--- src/hw/rtl/ltbc_pkg.sv ---
// ltbc_pkg: shared widths, blend mode codes and transfer types for the
// layered texture blend compositor. No dependencies.
`default_nettype none

package ltbc_pkg;

  // fixed point format
  localparam int FRAC_BITS = 12;
  localparam int FIELD_W   = FRAC_BITS + 1;
  localparam int ACC_W     = FRAC_BITS + 7;
  localparam int MODE_W    = 4;
  localparam int ONE       = 1 << FRAC_BITS;
  localparam int HALF      = ONE >> 1;
  localparam int FIELD_MAX = (1 << FIELD_W) - 1;
  localparam int ACC_MAX   = (1 << (ACC_W - 1)) - 1;
  localparam int ACC_MIN   = -(1 << (ACC_W - 1));

  // colour lane datapath widths
  localparam int XA_W = ACC_W + 1;           // first multiplier, left operand
  localparam int YA_W = FRAC_BITS + 2;       // alpha or one minus alpha
  localparam int PA_W = XA_W + YA_W;
  localparam int MA_W = PA_W - FRAC_BITS;
  localparam int PB_W = ACC_W + YA_W;
  localparam int MB_W = PB_W - FRAC_BITS;
  localparam int F_W  = FRAC_BITS + 5;       // second multiplier factor
  localparam int PC_W = ACC_W + F_W;
  localparam int MC_W = PC_W - FRAC_BITS;
  localparam int R_W  = MC_W + 1;            // blend sum before saturation

  // alpha lane datapath widths
  localparam int AB_W  = FIELD_W + 1;
  localparam int PAL_W = AB_W + YA_W;
  localparam int AR_W  = PAL_W - FRAC_BITS;

  // blend mode codes
  localparam logic [MODE_W-1:0] MODE_NONE       = 4'd0;
  localparam logic [MODE_W-1:0] MODE_OVER       = 4'd1;
  localparam logic [MODE_W-1:0] MODE_IN         = 4'd2;
  localparam logic [MODE_W-1:0] MODE_OUT        = 4'd3;
  localparam logic [MODE_W-1:0] MODE_ADD        = 4'd4;
  localparam logic [MODE_W-1:0] MODE_SUBTRACT   = 4'd5;
  localparam logic [MODE_W-1:0] MODE_MULTIPLY   = 4'd6;
  localparam logic [MODE_W-1:0] MODE_DIFFERENCE = 4'd7;
  localparam logic [MODE_W-1:0] MODE_LIGHTEN    = 4'd8;
  localparam logic [MODE_W-1:0] MODE_DARKEN     = 4'd9;
  localparam logic [MODE_W-1:0] MODE_SATURATE   = 4'd10;
  localparam logic [MODE_W-1:0] MODE_DESATURATE = 4'd11;
  localparam logic [MODE_W-1:0] MODE_ILLUMINATE = 4'd12;

  // output_kind register values
  localparam logic KIND_COLOR = 1'b0;
  localparam logic KIND_ALPHA = 1'b1;

  typedef struct packed {
    logic [FIELD_W-1:0] layer_red;
    logic [FIELD_W-1:0] layer_green;
    logic [FIELD_W-1:0] layer_blue;
    logic [FIELD_W-1:0] layer_alpha;
    logic [MODE_W-1:0]  blend_mode;
    logic               layer_visible;
    logic               last_layer;
  } in_item_t;

  typedef struct packed {
    logic [FIELD_W-1:0] out_red;
    logic [FIELD_W-1:0] out_green;
    logic [FIELD_W-1:0] out_blue;
    logic [FIELD_W-1:0] out_alpha;
    logic               no_layers;
  } out_item_t;

  // control from the sequencer to every lane
  typedef struct packed {
    logic capture;   // load stage one from the live layer
    logic update;    // commit the accumulator this cycle
    logic visible;   // layer in stage two takes part
    logic restart;   // layer in stage two ends the pixel
  } lane_ctrl_t;

  typedef enum logic {
    ST_IDLE,
    ST_FIN
  } state_t;

endpackage

`default_nettype wire

--- src/hw/rtl/ltbc_merge.sv ---
// ltbc_merge: combines the four lane results into one result item, with
// colour clamping and output selection. Depends on ltbc_pkg.
`default_nettype none

module ltbc_merge import ltbc_pkg::*; (
  input  wire logic signed [ACC_W-1:0] red,
  input  wire logic signed [ACC_W-1:0] green,
  input  wire logic signed [ACC_W-1:0] blue,
  input  wire logic [FIELD_W-1:0]      alpha,
  input  wire logic                    any_visible,
  input  wire logic                    output_kind,
  output out_item_t                    item
);

  function automatic logic [FIELD_W-1:0] clamp_unit(input logic signed [ACC_W-1:0] v);
    logic [FIELD_W-1:0] res;
    if (v < 0) begin
      res = '0;
    end else if (v > ACC_W'(ONE)) begin
      res = FIELD_W'(ONE);
    end else begin
      res = v[FIELD_W-1:0];
    end
    return res;
  endfunction

  // pick colour or alpha, all zero when nothing was visible
  always_comb begin
    item = '0;
    item.no_layers = !any_visible;
    if (any_visible) begin
      if (output_kind == KIND_COLOR) begin
        item.out_red   = clamp_unit(red);
        item.out_green = clamp_unit(green);
        item.out_blue  = clamp_unit(blue);
      end else begin
        item.out_alpha = alpha;
      end
    end
  end

endmodule

`default_nettype wire

--- config.mk ---
export PLATFORM = sky130hd
export DESIGN_NAME = ltbc_merge
export DESIGN_NICKNAME = d
export VERILOG_FILES = /design/src/hw/rtl/ltbc_pkg.sv /design/src/hw/rtl/ltbc_merge.sv
export SDC_FILE = /design/constraint.sdc
export NUM_CORES = 1
export LEC_CHECK = 0
export ABC_AREA = 1
export CAP_MARGIN = 20
export CORE_AREA = 2 2 49 51
export DETAILED_ROUTE_END_ITERATION = 8
export DIE_AREA = 0 0 51 53
export DONT_BUFFER_PORTS = 1
export GPL_TIMING_DRIVEN = 0
export MAX_ROUTING_LAYER = met4
export PLACE_DENSITY_LB_ADDON = 0.15
export REMOVE_ABC_BUFFERS = 1
export SLEW_MARGIN = 5
export SYNTH_ARGS = -nofsm -noshare
export SYNTH_HDL_FRONTEND = slang
export SYNTH_SLANG_ARGS = --single-unit
--- constraint.sdc ---
create_clock -name vclk -period 2.7
set_input_delay 0.54 -clock vclk [all_inputs]
set_output_delay 0.54 -clock vclk [all_outputs]
set_load 0.02 [all_outputs]
==> impl_metrics.toml <==
[outcome]
status = "finished, final reports clean"

[grt]
antenna_found_initial = 0
grt_pass1_wl_um = 3260
grt_usage_pct = 15.0
grt_pass1_vias = 803
grt_overflow = 0
grt_max_degree = 14

[place]
io_buffers = 0
place_area_um2 = 903
dp_hpwl_um = 2110
gp_congestion = 0.657

[floorplan]
design.die.area_mm2 = 0.00270
die_x_um = 51
rows = 17
start_util_pct = 43.9
die_h_um = 53
ioPinCount = 125
core-area_mm2 = 0.00215

[drt]
ant_nets = 0
drtPass1Iterations = 4
avgViaCountPerCell = 5.22
vias = 1086
wl_per_cell_um = 12.0
drc = 0
routed_wirelength_um = 2500
drtIter0Drc = 10

[setup_path]
critPathMaxStageDelay_ns = 0.57
crit_arrival_ns = 1.89
timing.critical_path.buf_inv = 0
end_kind = "primary output"
crit_path_start_kind = "input pin"
path_cells = "nor2_1, nand2_1, nor2_1, nand3_1, a21oi_1"
crit_slowest_cell = "a21oi_1"
crit_cells = 5
cp.required_ns = 2.16
critPathMaxFanout = 12
crit_type = "input pin to primary output"
path_common_cell = "nor2_1"
path_delay_family = "simple AND/OR/NAND/NOR gates"

[layout]
finalNetCount = 254
area_delta_synth_final_pct = -1.86
fillers = 235
clockBufferCount = 0
diodes = 0
multi_input_area_um2 = 778
seqCellArea_um2 = 0
fin_area_um2 = 926
design.seq.count = 0
drive_gt1_share_pct = 20.6

[sta]
worst_pin_slew_ns = 0.944
final_max_slew_viol_count = 0
fin_crit_sh_pct = 90.0
final-hold-violation-count = 0
rsz0062_at_grt = "no"
fin_setup_tns_ns = 0
fmax_mhz = 411
setup_viol = 0
relSlewSlack_pct = 36.5
min_period_ns = 2.43

[clock_network]
cts-hold-fix-buffers = 0
post_cts_buffers = 0
cts_resized = 0

[synthesis]
netlist_top_cells_count = "nand2_1, nor2_1, a21oi_2, inv_1, a21oi_1"
synthCells = 188
post_synth.cell_area_avg_um2 = 5.02
synthesis.area_um2 = 943
seq_area_frac_synth_pct = 0
synth_area_leaders = "a21oi_2, nand2_1, nor2_1, inv_1, buf_6"
synth_most_common_cell = "nand2_1"
synthDistinctLibCells = 16
yosysTopAreaCell = "a21oi_2"
yosysWarnings = 0
synth.top_cell.area_share_pct = 27.9

[power]
pwr-share-clk_pct = 0
sw_frac_of_total_pct = 74.2
power_frac_seq_pct = 0
power_switching_uw = 73.5
power.share.combinational_pct = 100.0
power.internal_uw = 25.6
p_per_area_mw_per_mm2 = 107
ir_drop_mv = 0.0437
p_leak_uw = 0.000340

[worst_hold_path]
holdCritPathClass = "input pin to primary output"
holdPathStages = 1

[run]
drv_cap = 0
-- stage by stage --
step	util, %	power, uW	setup WS [ns]	cells	hold WS [ns]
3_5_place_dp	42.1	96.3	0.210	206	1.14
4_1_cts	42.1	96.4	0.211	206	1.14
2_1_floorplan	-	85.6	0.420	178	1.13
6_report	43.1	99.1	0.270	208	1.14
5_1_grt	43.1	110	0.174	208	1.14
3_3_place_gp	42.1	94.4	0.279	206	1.14
-- kinds of logic (layout without fill, tap and decap cells) --
group	count (synthesis)	in the layout	synth area share, %
buffers and inverters	34	26	17.5
and+or+nand+nor	118	118	51.5
AOI/OAI and AO/OA	36	36	31.0
-- power by group through the flow --
stage	Sequential [uW]	Clock [uW]	Combinational, uW
floorplan	0	0	85.6
finish	0	0	99.1
global route	0	0	110
detailed placement	0	0	96.3
global placement	0	0	94.4
CTS	0	0	96.4
-- per-layer routing --
metal / share of wire (%) / vias up / track usage [%]
met5: 0 / - / -
met1: 38 / 451 / 16.8
li1: - / 561 / -
met4: 0.48 / 0 / 0.901
met3: 11 / 2 / 1.13
met2: 51 / 72 / 29.9
-- layout by cell type, fill, tap and decap left out, drive strengths merged --
cell / n
a21oi: 36
and2: 2
buf: 2
inv: 24
nand2: 54
nand3: 4
nor2: 54
nor3: 2
nor4: 1
or2: 1
-- layout make-up --
type / count / area share, %
multi-input cells: 154 / 84.1
inverters: 24 / 9.73
well taps: 28 / 3.78
repair buffers: 2 / 2.43
-- path summary, 6_finish.rpt --
path | start | end | slack [ns]
min | any_visible | item[0] | 1.14
max | red[16] | item[41] | 0.27
Power figures use the tool's default switching activity.
