==> config.mk <==
export PLATFORM = sky130hd
export DESIGN_NAME = ltbc_alpha_lane
export DESIGN_NICKNAME = d
export VERILOG_FILES = /design/src/hw/rtl/ltbc_pkg.sv /design/src/hw/rtl/ltbc_alpha_lane.sv
export SDC_FILE = /design/constraint.sdc
export NUM_CORES = 1
export LEC_CHECK = 0
export BUFFER_PORTS_ARGS = -buffer_cell sky130_fd_sc_hd__buf_2
export CAP_MARGIN = 25
export CELL_PAD_IN_SITES_DETAIL_PLACEMENT = 2
export CELL_PAD_IN_SITES_GLOBAL_PLACEMENT = 2
export CORE_MARGIN = 5
export CORE_UTILIZATION = 42
export CTS_BUF_LIST = sky130_fd_sc_hd__clkbuf_4
export CTS_CLUSTER_SIZE = 28
export DETAILED_ROUTE_END_ITERATION = 12
export PLACE_DENSITY_LB_ADDON = 0.1
export SYNTH_ARGS = -nofsm -noshare
export SYNTH_HDL_FRONTEND = slang
export SYNTH_SLANG_ARGS = --single-unit
==> constraint.sdc <==
create_clock -name clk -period 9.6 [get_ports clk]
set_clock_uncertainty 0.1 [all_clocks]
set_input_delay 1.92 -clock clk [delete_from_list [all_inputs] [get_ports clk]]
set_output_delay 1.92 -clock clk [all_outputs]
set_load 0.01 [all_outputs]
==> src/hw/rtl/ltbc_pkg.sv <==
// ltbc_pkg: shared widths, blend mode codes and transfer types for the
// layered texture blend compositor. No dependencies.
`default_nettype none

package ltbc_pkg;

  // fixed point format
  localparam int FRAC_BITS = 12;
  localparam int FIELD_W   = FRAC_BITS + 1;
  localparam int ACC_W     = FRAC_BITS + 7;
  localparam int MODE_W    = 4;
  localparam int ONE       = 1 << FRAC_BITS;
  localparam int HALF      = ONE >> 1;
  localparam int FIELD_MAX = (1 << FIELD_W) - 1;
  localparam int ACC_MAX   = (1 << (ACC_W - 1)) - 1;
  localparam int ACC_MIN   = -(1 << (ACC_W - 1));

  // colour lane datapath widths
  localparam int XA_W = ACC_W + 1;           // first multiplier, left operand
  localparam int YA_W = FRAC_BITS + 2;       // alpha or one minus alpha
  localparam int PA_W = XA_W + YA_W;
  localparam int MA_W = PA_W - FRAC_BITS;
  localparam int PB_W = ACC_W + YA_W;
  localparam int MB_W = PB_W - FRAC_BITS;
  localparam int F_W  = FRAC_BITS + 5;       // second multiplier factor
  localparam int PC_W = ACC_W + F_W;
  localparam int MC_W = PC_W - FRAC_BITS;
  localparam int R_W  = MC_W + 1;            // blend sum before saturation

  // alpha lane datapath widths
  localparam int AB_W  = FIELD_W + 1;
  localparam int PAL_W = AB_W + YA_W;
  localparam int AR_W  = PAL_W - FRAC_BITS;

  // blend mode codes
  localparam logic [MODE_W-1:0] MODE_NONE       = 4'd0;
  localparam logic [MODE_W-1:0] MODE_OVER       = 4'd1;
  localparam logic [MODE_W-1:0] MODE_IN         = 4'd2;
  localparam logic [MODE_W-1:0] MODE_OUT        = 4'd3;
  localparam logic [MODE_W-1:0] MODE_ADD        = 4'd4;
  localparam logic [MODE_W-1:0] MODE_SUBTRACT   = 4'd5;
  localparam logic [MODE_W-1:0] MODE_MULTIPLY   = 4'd6;
  localparam logic [MODE_W-1:0] MODE_DIFFERENCE = 4'd7;
  localparam logic [MODE_W-1:0] MODE_LIGHTEN    = 4'd8;
  localparam logic [MODE_W-1:0] MODE_DARKEN     = 4'd9;
  localparam logic [MODE_W-1:0] MODE_SATURATE   = 4'd10;
  localparam logic [MODE_W-1:0] MODE_DESATURATE = 4'd11;
  localparam logic [MODE_W-1:0] MODE_ILLUMINATE = 4'd12;

  // output_kind register values
  localparam logic KIND_COLOR = 1'b0;
  localparam logic KIND_ALPHA = 1'b1;

  typedef struct packed {
    logic [FIELD_W-1:0] layer_red;
    logic [FIELD_W-1:0] layer_green;
    logic [FIELD_W-1:0] layer_blue;
    logic [FIELD_W-1:0] layer_alpha;
    logic [MODE_W-1:0]  blend_mode;
    logic               layer_visible;
    logic               last_layer;
  } in_item_t;

  typedef struct packed {
    logic [FIELD_W-1:0] out_red;
    logic [FIELD_W-1:0] out_green;
    logic [FIELD_W-1:0] out_blue;
    logic [FIELD_W-1:0] out_alpha;
    logic               no_layers;
  } out_item_t;

  // control from the sequencer to every lane
  typedef struct packed {
    logic capture;   // load stage one from the live layer
    logic update;    // commit the accumulator this cycle
    logic visible;   // layer in stage two takes part
    logic restart;   // layer in stage two ends the pixel
  } lane_ctrl_t;

  typedef enum logic {
    ST_IDLE,
    ST_FIN
  } state_t;

endpackage

`default_nettype wire

==> src/hw/rtl/ltbc_alpha_lane.sv <==
// ltbc_alpha_lane: running alpha of the compositor, one multiply stage and
// the alpha accumulator. Depends on ltbc_pkg.
`default_nettype none

module ltbc_alpha_lane import ltbc_pkg::*; (
  input  wire logic                clk,
  input  wire logic                rst_n,
  input  wire lane_ctrl_t          ctrl,
  input  wire logic [FIELD_W-1:0]  alpha_in,
  input  wire logic [MODE_W-1:0]   mode_in,
  output logic [FIELD_W-1:0]       result
);

  logic [FIELD_W-1:0]     acc_r, acc_nxt;
  logic [FIELD_W-1:0]     a_r;
  logic [MODE_W-1:0]      mode_r;
  logic signed [AR_W-1:0] mq_r;

  // stage one: running alpha times alpha or one minus alpha
  logic signed [AB_W-1:0]  b_s;
  logic signed [YA_W-1:0]  a_s, inv_s, y_s;
  logic signed [PAL_W-1:0] pq, pq_rnd;

  assign b_s    = AB_W'({1'b0, acc_r});
  assign a_s    = YA_W'({1'b0, alpha_in});
  assign inv_s  = YA_W'(ONE) - a_s;
  assign y_s    = (mode_in == MODE_OUT) ? inv_s : a_s;
  assign pq     = b_s * y_s;
  assign pq_rnd = pq + PAL_W'(HALF);

  always_ff @(posedge clk) begin
    if (ctrl.capture) begin
      a_r    <= alpha_in;
      mode_r <= mode_in;
      mq_r   <= pq_rnd[PAL_W-1:FRAC_BITS];
    end
  end

  // stage two: alpha blend and saturation to the field range
  logic signed [AR_W-1:0] b_w, a_w, r_w;
  logic [FIELD_W-1:0]     blended;

  assign b_w = AR_W'({1'b0, acc_r});
  assign a_w = AR_W'({1'b0, a_r});

  always_comb begin
    case (mode_r)
      MODE_NONE: r_w = a_w;
      MODE_OVER: r_w = b_w + a_w - mq_r;
      MODE_IN:   r_w = mq_r;
      MODE_OUT:  r_w = mq_r;
      default:   r_w = b_w;
    endcase
  end

  always_comb begin
    if (r_w < 0) begin
      blended = '0;
    end else if (r_w > AR_W'(FIELD_MAX)) begin
      blended = FIELD_W'(FIELD_MAX);
    end else begin
      blended = r_w[FIELD_W-1:0];
    end
  end

  assign result = ctrl.visible ? blended : acc_r;

  // accumulator, back to one at the end of a pixel
  always_comb begin
    acc_nxt = acc_r;
    if (ctrl.update) begin
      acc_nxt = ctrl.restart ? FIELD_W'(ONE) : result;
    end
  end

  always_ff @(posedge clk) begin
    if (!rst_n) begin
      acc_r <= FIELD_W'(ONE);
    end else begin
      acc_r <= acc_nxt;
    end
  end

endmodule

`default_nettype wire

==> results_dict.tcl <==
set metrics [dict create \
    cts_tree "done" \
    max-vdd-ir-drop_mv 0.0644 \
    layout.nets 1374 \
    grt_max_degree 34 \
    track_usage_pct 23.2 \
    synth_warnings 0 \
    place_congestion 0.809 \
    hold_buffers 0 \
    total_power_mw 0.817 \
    p_int_mw 0.480 \
    syn-num-nets 1346 \
    slew_violations 0 \
    max_cap_violations 0 \
    fillers 2534 \
    row_count 55 \
    hold_path.class "reg -> reg" \
    clock_latency_ps 380 \
    routed_wl_um 29100 \
    dp_hpwl_um 24000 \
    period_share_pct 94.2 \
    clk_path_buf_depth 2 \
    antenna_found_initial 3 \
    clockRootBuffer "clkbuf_4" \
    die_y_um 161 \
    synth_area_um2 9540 \
    synth.top_cell.area_share_pct 27.7 \
    synth-edff-count 33 \
    post_cts_buffers 0 \
    syn_to_final_growth_pct 7.07 \
    combPwrFrac_pct 50.9 \
    final_area_um2 10200 \
    first_pass_iters 4 \
    ys_types 63 \
    via_count 7501 \
    postPlaceCellArea_um2 10100 \
    avgRoutedWirePerCell_um 21.2 \
    syn-instance-count 1061 \
    ctsResizeCount 0 \
    clock-sinks 46 \
    synthArstFlopShare_pct 0 \
    yosys_most_used_dff "edfxtp_1" \
    power_density_nw_per_um2 80.0 \
    ios 36 \
    finalCriticalPeriod_ps 9040 \
    dieArea_um2 25800 \
    tightest_slew_ps 922 \
    portBuffers 35 \
    status "complete, no violations" \
    p_sw_share_pct 41.2 \
    hold_violations 0 \
    rsz0062_at_grt "no" \
    drive_gt1_share_pct 7.43 \
    die_w_um 161 \
    grt_pass1_wl_um 47700 \
    worstSetupPathType "in -> reg" \
    cellLeakagePower_nw 5.18 \
    clk_pin_slew_ps 150 \
    core_area_um2 22500 \
    start_kind "input pin" \
    drc 0 \
    max_freq_mhz 111 \
    slew_headroom_pct 38.1 \
    seq_area_frac_synth_pct 13.1 \
    synth-seq-cells 46 \
    seq_power_share_pct 31.1 \
    setup_viol 0 \
    crit_arrival_ps 9060 \
    cp_max_fo 11 \
    via_per_inst 5.45 \
    grt_pass1_vias 8754 \
    ant_nets 0 \
    initial_core_util_pct 42.4 \
    finalSetupTns_ps 0 \
    p_clk_share_pct 18.0 \
    cts_made_buffers 5 \
    p_switching_mw 0.336 \
    worstPathRequired_ps 9620 \
    crit_path_end_kind "flop" \
    synth_area_leaders "fa_1, ha_1, edfxtp_1" \
    synth_top_area_cell "fa_1" \
    drt_iter0_drc 369 \
    syn_avg_cell_area_um2 8.99 \
    htree_levels 2 \
    grt-ovfl-total 0 \
]
-- critical path, cell delays in order --
cell	delay, ps
buf_2	140
inv_1	70
ha_1	200
nand2_1	90
nor2_1	280
nand2_1	100
o21ai_0	260
xnor2_1	450
nand2_1	180
fa_1	570
inv_1	50
fa_1	470
fa_1	520
fa_1	510
fa_1	520
fa_1	490
ha_1	370
a21oi_1	160
nor2_1	60
a211o_1	300
a21o_1	220
a41oi_4	260
o21ai_2	120
a2111o_1	440
a31oi_1	200
xnor2_1	110
-- final timing paths --
path	from	to	slack, ps	cells after the start
setup / recovery	alpha_in[0]	mq_r[15]$_DFFE_PP_	560	26
hold / removal	mq_r[7]$_DFFE_PP_	acc_r[7]$_SDFFE_PN0P_	510	2
setup reg to reg	acc_r[7]$_SDFFE_PN0P_	mq_r[15]$_DFFE_PP_	2590	19
hold reg to reg	mq_r[7]$_DFFE_PP_	acc_r[7]$_SDFFE_PN0P_	510	2
-- sequential cells by signal, summed over array words and instances, names as in the netlist --
register  cells
a_r          13
mq_r         16
mode_r        4
acc_r        13
-- logic make-up after synthesis --
kind of cell | Yosys count | share of synthesized area, %
AO/OA/AOI/OAI | 143 | 10.2
XOR/XNOR | 47 | 4.32
adder cells (fa/ha/maj) | 262 | 44.8
buffers and inverters | 214 | 8.51
flip-flops | 46 | 13.1
multiplexers | 9 | 0.958
AND/OR/NAND/NOR | 340 | 18.1
-- layer usage --
| metal | routed length (um) | up-vias | GRT usage [%] | part of all wire, % |
|---|---|---|---|---|
| met1 | 12600 | 3895 | 29.9 | 43 |
| met3 | 984 | 25 | 1.67 | 3.4 |
| met5 | 0 | - | 0 | 0 |
| met4 | 429 | 0 | 4.54 | 1.5 |
| li1 | - | 3485 | - | - |
| met2 | 15100 | 96 | 43.0 | 52 |
-- power by group through the flow --
stage / logic [mW] / registers (mW) / clock network (mW)
6_report: 0.416 / 0.254 / 0.147
3_3_place_gp: 0.396 / 0.257 / 0
5_1_grt: 0.467 / 0.256 / 0.158
4_1_cts: 0.421 / 0.254 / 0.149
3_5_place_dp: 0.415 / 0.258 / 0
2_1_floorplan: 0.291 / 0.247 / 0
-- synthesized netlist by cell type, types with 2 or more instances --
cell / n
inv_1: 174
fa_1: 132
ha_1: 130
nand2_1: 107
nor2_1: 57
and2_1: 56
nor2b_1: 52
o21ai_0: 41
clkbuf_1: 37
edfxtp_1: 33
xnor2_1: 31
a21oi_1: 26
xor2_1: 16
a21o_1: 14
dfxtp_1: 13
nor3_1: 13
nand2b_1: 12
a211oi_1: 11
nand3_1: 9
a31oi_1: 8
mux2i_1: 8
o21a_1: 6
or2_2: 6
a211o_1: 5
nand3b_1: 5
nand4_1: 5
a2111o_1: 3
and2b_1: 3
and3_1: 3
nor3b_1: 3
o2111ai_1: 3
o21bai_1: 3
o2bb2ai_1: 3
a21boi_0: 2
nor4b_1: 2
o41ai_1: 2
-- area by class of cell --
class                           instances  area, um^2  area share [%]
Multi-Input combinational cell        801        7470            73.2
Sequential cell                        46        1250            12.3
Inverter                              174         653            6.40
Timing Repair Buffer                   61         370            3.63
Tap cell                              285         357            3.49
Clock inverter                          3        63.8           0.625
Clock buffer                            5        37.5           0.368
Antenna cell                            2        5.00          0.0490
-- cell usage in the layout (no fill, tap or decap), types with 13 or more instances in the layout --
cell / count
inv_1: 174
fa_1: 132
ha_1: 130
nand2_1: 107
nor2_1: 57
and2_1: 56
nor2b_1: 52
o21ai_0: 41
buf_2: 35
edfxtp_1: 33
xnor2_1: 31
a21oi_1: 26
buf_4: 26
xor2_1: 16
a21o_1: 14
nor3_1: 13
dfxtp_1: 13
-- per-stage QoR --
step	utilization [%]	cells	hold WS, ps	setup WS (ps)
finish	45.4	1377	506	559
global route	45.4	1377	595	176
CTS	45.4	1375	519	544
detailed placement	44.9	1367	508	161
global placement	44.9	1367	498	413
floorplan	-	1061	447	887
No activity file was read; power rests on OpenSTA's default activity.
