**src/hw/rtl/ltbc_pkg.sv**
```systemverilog
// ltbc_pkg: shared widths, blend mode codes and transfer types for the
// layered texture blend compositor. No dependencies.
`default_nettype none

package ltbc_pkg;

  // fixed point format
  localparam int FRAC_BITS = 12;
  localparam int FIELD_W   = FRAC_BITS + 1;
  localparam int ACC_W     = FRAC_BITS + 7;
  localparam int MODE_W    = 4;
  localparam int ONE       = 1 << FRAC_BITS;
  localparam int HALF      = ONE >> 1;
  localparam int FIELD_MAX = (1 << FIELD_W) - 1;
  localparam int ACC_MAX   = (1 << (ACC_W - 1)) - 1;
  localparam int ACC_MIN   = -(1 << (ACC_W - 1));

  // colour lane datapath widths
  localparam int XA_W = ACC_W + 1;           // first multiplier, left operand
  localparam int YA_W = FRAC_BITS + 2;       // alpha or one minus alpha
  localparam int PA_W = XA_W + YA_W;
  localparam int MA_W = PA_W - FRAC_BITS;
  localparam int PB_W = ACC_W + YA_W;
  localparam int MB_W = PB_W - FRAC_BITS;
  localparam int F_W  = FRAC_BITS + 5;       // second multiplier factor
  localparam int PC_W = ACC_W + F_W;
  localparam int MC_W = PC_W - FRAC_BITS;
  localparam int R_W  = MC_W + 1;            // blend sum before saturation

  // alpha lane datapath widths
  localparam int AB_W  = FIELD_W + 1;
  localparam int PAL_W = AB_W + YA_W;
  localparam int AR_W  = PAL_W - FRAC_BITS;

  // blend mode codes
  localparam logic [MODE_W-1:0] MODE_NONE       = 4'd0;
  localparam logic [MODE_W-1:0] MODE_OVER       = 4'd1;
  localparam logic [MODE_W-1:0] MODE_IN         = 4'd2;
  localparam logic [MODE_W-1:0] MODE_OUT        = 4'd3;
  localparam logic [MODE_W-1:0] MODE_ADD        = 4'd4;
  localparam logic [MODE_W-1:0] MODE_SUBTRACT   = 4'd5;
  localparam logic [MODE_W-1:0] MODE_MULTIPLY   = 4'd6;
  localparam logic [MODE_W-1:0] MODE_DIFFERENCE = 4'd7;
  localparam logic [MODE_W-1:0] MODE_LIGHTEN    = 4'd8;
  localparam logic [MODE_W-1:0] MODE_DARKEN     = 4'd9;
  localparam logic [MODE_W-1:0] MODE_SATURATE   = 4'd10;
  localparam logic [MODE_W-1:0] MODE_DESATURATE = 4'd11;
  localparam logic [MODE_W-1:0] MODE_ILLUMINATE = 4'd12;

  // output_kind register values
  localparam logic KIND_COLOR = 1'b0;
  localparam logic KIND_ALPHA = 1'b1;

  typedef struct packed {
    logic [FIELD_W-1:0] layer_red;
    logic [FIELD_W-1:0] layer_green;
    logic [FIELD_W-1:0] layer_blue;
    logic [FIELD_W-1:0] layer_alpha;
    logic [MODE_W-1:0]  blend_mode;
    logic               layer_visible;
    logic               last_layer;
  } in_item_t;

  typedef struct packed {
    logic [FIELD_W-1:0] out_red;
    logic [FIELD_W-1:0] out_green;
    logic [FIELD_W-1:0] out_blue;
    logic [FIELD_W-1:0] out_alpha;
    logic               no_layers;
  } out_item_t;

  // control from the sequencer to every lane
  typedef struct packed {
    logic capture;   // load stage one from the live layer
    logic update;    // commit the accumulator this cycle
    logic visible;   // layer in stage two takes part
    logic restart;   // layer in stage two ends the pixel
  } lane_ctrl_t;

  typedef enum logic {
    ST_IDLE,
    ST_FIN
  } state_t;

endpackage

`default_nettype wire

```
**src/hw/rtl/ltbc_color_lane.sv**
```systemverilog
// ltbc_color_lane: one colour channel of the compositor, two multiply
// stages and the running channel accumulator. Depends on ltbc_pkg.
`default_nettype none

module ltbc_color_lane import ltbc_pkg::*; (
  input  wire logic                    clk,
  input  wire logic                    rst_n,
  input  wire lane_ctrl_t              ctrl,
  input  wire logic [FIELD_W-1:0]      chan_in,
  input  wire logic [FIELD_W-1:0]      alpha_in,
  input  wire logic [MODE_W-1:0]       mode_in,
  output logic signed [ACC_W-1:0]      result
);

  logic signed [ACC_W-1:0] acc_r, acc_nxt;
  logic [FIELD_W-1:0]      c_r, a_r;
  logic [MODE_W-1:0]       mode_r;
  logic signed [MA_W-1:0]  ma_r;
  logic signed [MB_W-1:0]  mb_r;

  // stage one operands
  logic signed [XA_W-1:0]  b_x, c_x, diff_x, absdiff_x, xa;
  logic signed [YA_W-1:0]  a_s, inv_s, ya;
  logic signed [ACC_W-1:0] b_s;
  logic signed [PA_W-1:0]  pa, pa_rnd;
  logic signed [PB_W-1:0]  pb, pb_rnd;

  assign b_s       = acc_r;
  assign b_x       = XA_W'(acc_r);
  assign c_x       = XA_W'({1'b0, chan_in});
  assign diff_x    = c_x - b_x;
  assign absdiff_x = (diff_x < 0) ? -diff_x : diff_x;
  assign a_s       = YA_W'({1'b0, alpha_in});
  assign inv_s     = YA_W'(ONE) - a_s;

  // first multiplier operand selection
  always_comb begin
    xa = b_x;
    ya = a_s;
    case (mode_in)
      MODE_OVER:       xa = diff_x;
      MODE_IN:         xa = b_x;
      MODE_OUT: begin
        xa = b_x;
        ya = inv_s;
      end
      MODE_ADD, MODE_SUBTRACT, MODE_MULTIPLY,
      MODE_SATURATE, MODE_DESATURATE: xa = c_x;
      MODE_DIFFERENCE: xa = absdiff_x;
      MODE_LIGHTEN:    xa = (c_x > b_x) ? c_x : b_x;
      MODE_DARKEN:     xa = (c_x < b_x) ? c_x : b_x;
      MODE_ILLUMINATE: xa = c_x + c_x;
      default:         xa = b_x;
    endcase
  end

  // stage one products, rounded to nearest
  assign pa     = xa * ya;
  assign pa_rnd = pa + PA_W'(HALF);
  assign pb     = b_s * inv_s;
  assign pb_rnd = pb + PB_W'(HALF);

  always_ff @(posedge clk) begin
    if (ctrl.capture) begin
      c_r    <= chan_in;
      a_r    <= alpha_in;
      mode_r <= mode_in;
      ma_r   <= pa_rnd[PA_W-1:FRAC_BITS];
      mb_r   <= pb_rnd[PB_W-1:FRAC_BITS];
    end
  end

  // stage two: second factor and product
  logic signed [F_W-1:0]  t_f, a_f, inv_f, f_c;
  logic signed [PC_W-1:0] pc, pc_rnd;
  logic signed [MC_W-1:0] mc;

  assign t_f   = $signed(ma_r[F_W-1:0]);
  assign a_f   = F_W'({1'b0, a_r});
  assign inv_f = F_W'(ONE) - a_f;

  always_comb begin
    case (mode_r)
      MODE_SATURATE:   f_c = F_W'(ONE) + t_f;
      MODE_DESATURATE: f_c = F_W'(ONE) - t_f;
      default:         f_c = t_f + inv_f;
    endcase
  end

  assign pc     = b_s * f_c;
  assign pc_rnd = pc + PC_W'(HALF);
  assign mc     = pc_rnd[PC_W-1:FRAC_BITS];

  // stage two: blend sum and saturation
  logic signed [R_W-1:0]   b_w, c_w, ma_w, mb_w, mc_w, r_w;
  logic signed [ACC_W-1:0] blended;

  assign b_w  = R_W'(acc_r);
  assign c_w  = R_W'({1'b0, c_r});
  assign ma_w = R_W'(ma_r);
  assign mb_w = R_W'(mb_r);
  assign mc_w = R_W'(mc);

  always_comb begin
    case (mode_r)
      MODE_NONE:       r_w = c_w;
      MODE_OVER:       r_w = b_w + ma_w;
      MODE_IN:         r_w = ma_w;
      MODE_OUT:        r_w = mb_w;
      MODE_ADD:        r_w = b_w + ma_w;
      MODE_SUBTRACT:   r_w = b_w - ma_w;
      MODE_MULTIPLY, MODE_SATURATE,
      MODE_DESATURATE, MODE_ILLUMINATE: r_w = mc_w;
      MODE_DIFFERENCE, MODE_LIGHTEN,
      MODE_DARKEN:     r_w = ma_w + mb_w;
      default:         r_w = b_w;
    endcase
  end

  always_comb begin
    if (r_w > R_W'(ACC_MAX)) begin
      blended = ACC_W'(ACC_MAX);
    end else if (r_w < R_W'(ACC_MIN)) begin
      blended = ACC_W'(ACC_MIN);
    end else begin
      blended = r_w[ACC_W-1:0];
    end
  end

  assign result = ctrl.visible ? blended : acc_r;

  // accumulator, back to black at the end of a pixel
  always_comb begin
    acc_nxt = acc_r;
    if (ctrl.update) begin
      acc_nxt = ctrl.restart ? '0 : result;
    end
  end

  always_ff @(posedge clk) begin
    if (!rst_n) begin
      acc_r <= '0;
    end else begin
      acc_r <= acc_nxt;
    end
  end

endmodule

`default_nettype wire

```
**config.mk**
```make
export PLATFORM = sky130hd
export DESIGN_NAME = ltbc_color_lane
export DESIGN_NICKNAME = d
export VERILOG_FILES = /design/src/hw/rtl/ltbc_pkg.sv /design/src/hw/rtl/ltbc_color_lane.sv
export SDC_FILE = /design/constraint.sdc
export NUM_CORES = 2
export LEC_CHECK = 0
export BUFFER_PORTS_ARGS = -buffer_cell sky130_fd_sc_hd__buf_2
export CAP_MARGIN = 25
export CORE_ASPECT_RATIO = 1.4
export CORE_UTILIZATION = 40
export CTS_CLUSTER_DIAMETER = 50
export DETAILED_ROUTE_END_ITERATION = 8
export MAX_ROUTING_LAYER = met4
export SLEW_MARGIN = 10
export SYNTH_ARGS = -nofsm -noshare
export SYNTH_HDL_FRONTEND = slang
export SYNTH_SLANG_ARGS = --single-unit
```
**constraint.sdc**
```tcl
create_clock -name clk -period 17.64 [get_ports clk]
set_input_delay 1.764 -clock clk [delete_from_list [all_inputs] [get_ports clk]]
set_output_delay 1.764 -clock clk [all_outputs]
set_load 0.1 [all_outputs]
```
==> results.ini <==
[outcome]
status = complete, no violations

[critical_path]
crit_path_start_kind = flop
cp_max_fo = 20
crit_buf_inv = 6
reg2reg_from = acc_r[1]$_SDFFE_PN0P_
cp-end-kind = primary output
critical_path_arrival_ns = 11.95
slowest_stage = or4_1
cp_common_cell = fa_1
crit_type = reg -> out
cp.required_ns = 15.88
slowest_delay_ns = 0.60
critPathLaunch = a_r[3]$_DFFE_PP_
reg2reg_setup_slack_ns = 5.37
reg2reg_depth = 36
cp_top_family = adder cells
r2r-end = ma_r[19]$_DFFE_PP_

[cts]
cts-resized-gates = 0
ctsHoldBuffers = 0
insertion_delay_ns = 0.40
path_clk_slew_ns = 0.08
cts_setup_buffers = 0
cts_tree = built
htreeDepth = 3
cts_buffers = 9
clock_sinks = 92
cts_buffer_depth = 2
cts_root_buf = clkbuf_16

[drt]
drc = 0
wl_met1_um = 55600
routed.top_layer = met4
drt-initial-drc-count = 2737
route.detailed.wl_per_inst_um = 23.4
met2_length_um = 73100
drtPass1Iterations = 6
wl_met3_um = 8870
totalWireLength_um = 146000
vias_per_cell = 5.62
vias = 35100
route.antenna.remaining_nets = 0

[sta]
min_period_ns = 13.71
hold_viol = 0
grt_setup_unrepaired = no
setup_viol = 0
timing.final.crit_share_pct = 77.7
timing.final.ws_setup_ns = 3.93
slew_viol_final = 0
tightest_slew_ns = 1.03
max_clock_freq_mhz = 72.9
max_slew_margin_pct = 31.5
fin_skew_ns = 0.0141
fin_tns_setup_ns = 0

[floorplanning]
die_h_um = 388
rows = 141
start_util_pct = 40.3
die-area_um2 = 108000
dieWidth_um = 277
io-pin-count = 55
coreArea_um2 = 105000

[job]
max_cap_viol_count = 0

[finish]
fin_area_um2 = 44900
final_cell_mix = inv_1 (883), fa_1 (856), nand2_1 (667)
drive_gt1_share_pct = 5.11
final_common_cell = inv_1
areaGrowthSynthToFinish_pct = 5.75
fin_cells = 6248
fin_nets = 6087

[yosys]
ys_ff_latch = 92
synth_edf_count = 73
synth.distinct_cells = 105
async_flop_share_pct = 0
ys_seq_area_share_pct = 6.06
syn_nets = 6129
ys.flop_type = edfxtp_1
syn_inst = 4908
synth.avg_cell_area_um2 = 8.66
syn-cell-area_um2 = 42500
yosysWarnings = 0

[placement]
port_buffers = 54
pre_cts_slack_ns = 4.52
dp.cells = 6212
post-dp-hpwl_um = 117000
place_area_um2 = 44600
gp_congestion = 0.990

[min_path]
hp-start = acc_r[11]$_SDFFE_PN0P_
min_to = acc_r[11]$_SDFFE_PN0P_
hold_path.class = reg -> reg
hold_depth = 3

[global_route]
antenna_found_initial = 19
grt_pass1_vias = 37400
grt.overflow.total = 0
grt.total_usage_pct = 28.5
grt_pass1_wl_um = 224000
grt_max_degree = 66

-- cells in the mapped netlist (10+ instances only) --
| cell | n | area share [%] |
|---|---|---|
| inv_1 | 883 | 7.8 |
| fa_1 | 856 | 40 |
| nand2_1 | 667 | 5.9 |
| ha_1 | 329 | 9.7 |
| and2_1 | 244 | 3.6 |
| nor2_1 | 240 | 2.1 |
| a21oi_1 | 229 | 2.7 |
| clkbuf_1 | 193 | 1.7 |
| xnor2_1 | 141 | 2.9 |
| o21ai_0 | 110 | 1.3 |
| edfxtp_1 | 73 | 5.2 |
| a21o_1 | 71 | 1.3 |
| xor2_1 | 64 | 1.3 |
| nor2b_1 | 57 | 0.84 |
| nor3_1 | 57 | 0.67 |
| nand3_1 | 45 | 0.53 |
| nand2b_1 | 33 | 0.49 |
| o21a_1 | 33 | 0.58 |
| or3_1 | 33 | 0.49 |
| nand4_1 | 31 | 0.46 |
| a31oi_1 | 30 | 0.44 |
| o21ai_1 | 29 | 0.34 |
| o21bai_1 | 27 | 0.48 |
| a211oi_1 | 24 | 0.42 |
| a221oi_1 | 22 | 0.45 |
| nor4_1 | 20 | 0.29 |
| and3_1 | 19 | 0.28 |
| dfxtp_1 | 19 | 0.90 |
| mux2i_1 | 17 | 0.40 |
| o211ai_1 | 17 | 0.30 |
| a22oi_1 | 16 | 0.28 |
| buf_2 | 16 | 0.19 |
| o221ai_1 | 16 | 0.33 |
| o31ai_1 | 15 | 0.27 |
| o22ai_1 | 13 | 0.19 |
| a221o_1 | 12 | 0.28 |
| a211o_1 | 10 | 0.21 |
| a21boi_1 | 10 | 0.18 |
| a22o_1 | 10 | 0.21 |
| buf_1 | 10 | 0.088 |
-- worst register-to-register path: cells and delay by family, from the launching register on --
kind | cells | cell delay [ns]
AO/OA/AOI/OAI | 13 | 4.01
XOR/XNOR | 2 | 0.33
adder cells (fa/ha/maj) | 9 | 4.13
buffers and inverters | 4 | 1.19
flip-flops | 1 | 0.31
AND/OR/NAND/NOR | 8 | 2.03
-- through the flow --
| step | hold WS (ns) | utilization, % |
|---|---|---|
| finish | 0.720 | 42.7 |
| global route | 0.751 | 42.6 |
| detailed placement | 0.715 | 42.3 |
| CTS | 0.728 | 42.6 |
| floorplan | 0.578 | - |
| global placement | 0.719 | 42.3 |
-- how the worst max path moves through the flow --
stage	slack, ns	endpoint	cells past startpoint
3_5_place_dp	4.52	result[5]	38
5_1_grt	3.39	result[13]	38
3_3_place_gp	4.24	result[13]	38
4_1_cts	4.01	result[5]	38
6_report	3.93	result[5]	38
2_1_floorplan	5.06	result[7]	34
-- registers in the layout, indices dropped and copies added (netlist names) --
name / count
acc_r: 19
c_r: 13
ma_r: 22
mb_r: 21
mode_r: 4
a_r: 13
-- cells by family (layout without fill, tap and decap cells) --
family | count (synthesis) | after routing | synth area share [%]
AOI/OAI and AO/OA | 799 | 799 | 12.7
xor gates and xnor gates | 205 | 205 | 4.23
adders and majority gates | 1185 | 1185 | 50.0
buffers and inverters | 1109 | 1072 | 9.86
DFF | 92 | 92 | 6.06
muxes | 18 | 18 | 0.427
other | 0 | 19 | 0
and+or+nand+nor | 1500 | 1500 | 16.7
-- layout make-up --
class	count	area, um2
clock buffer	9	225
inverter	888	3330
tap	1358	1700
antenna	19	47.5
multi-input combinational	3707	35800
fill	10500	60400
clock inverter	7	73.8
timing repair buffer	168	1130
sequential	92	2580
-- layer usage --
layer | up-vias | track usage [%]
met5 | - | -
met3 | 335 | 4.39
li1 | 15600 | -
met1 | 17900 | 32.4
met2 | 1276 | 48.7
met4 | 0 | 13.8
Power is not shown: default switching activity piles up to over one toggle a cycle in this logic, so the estimate is an artifact.
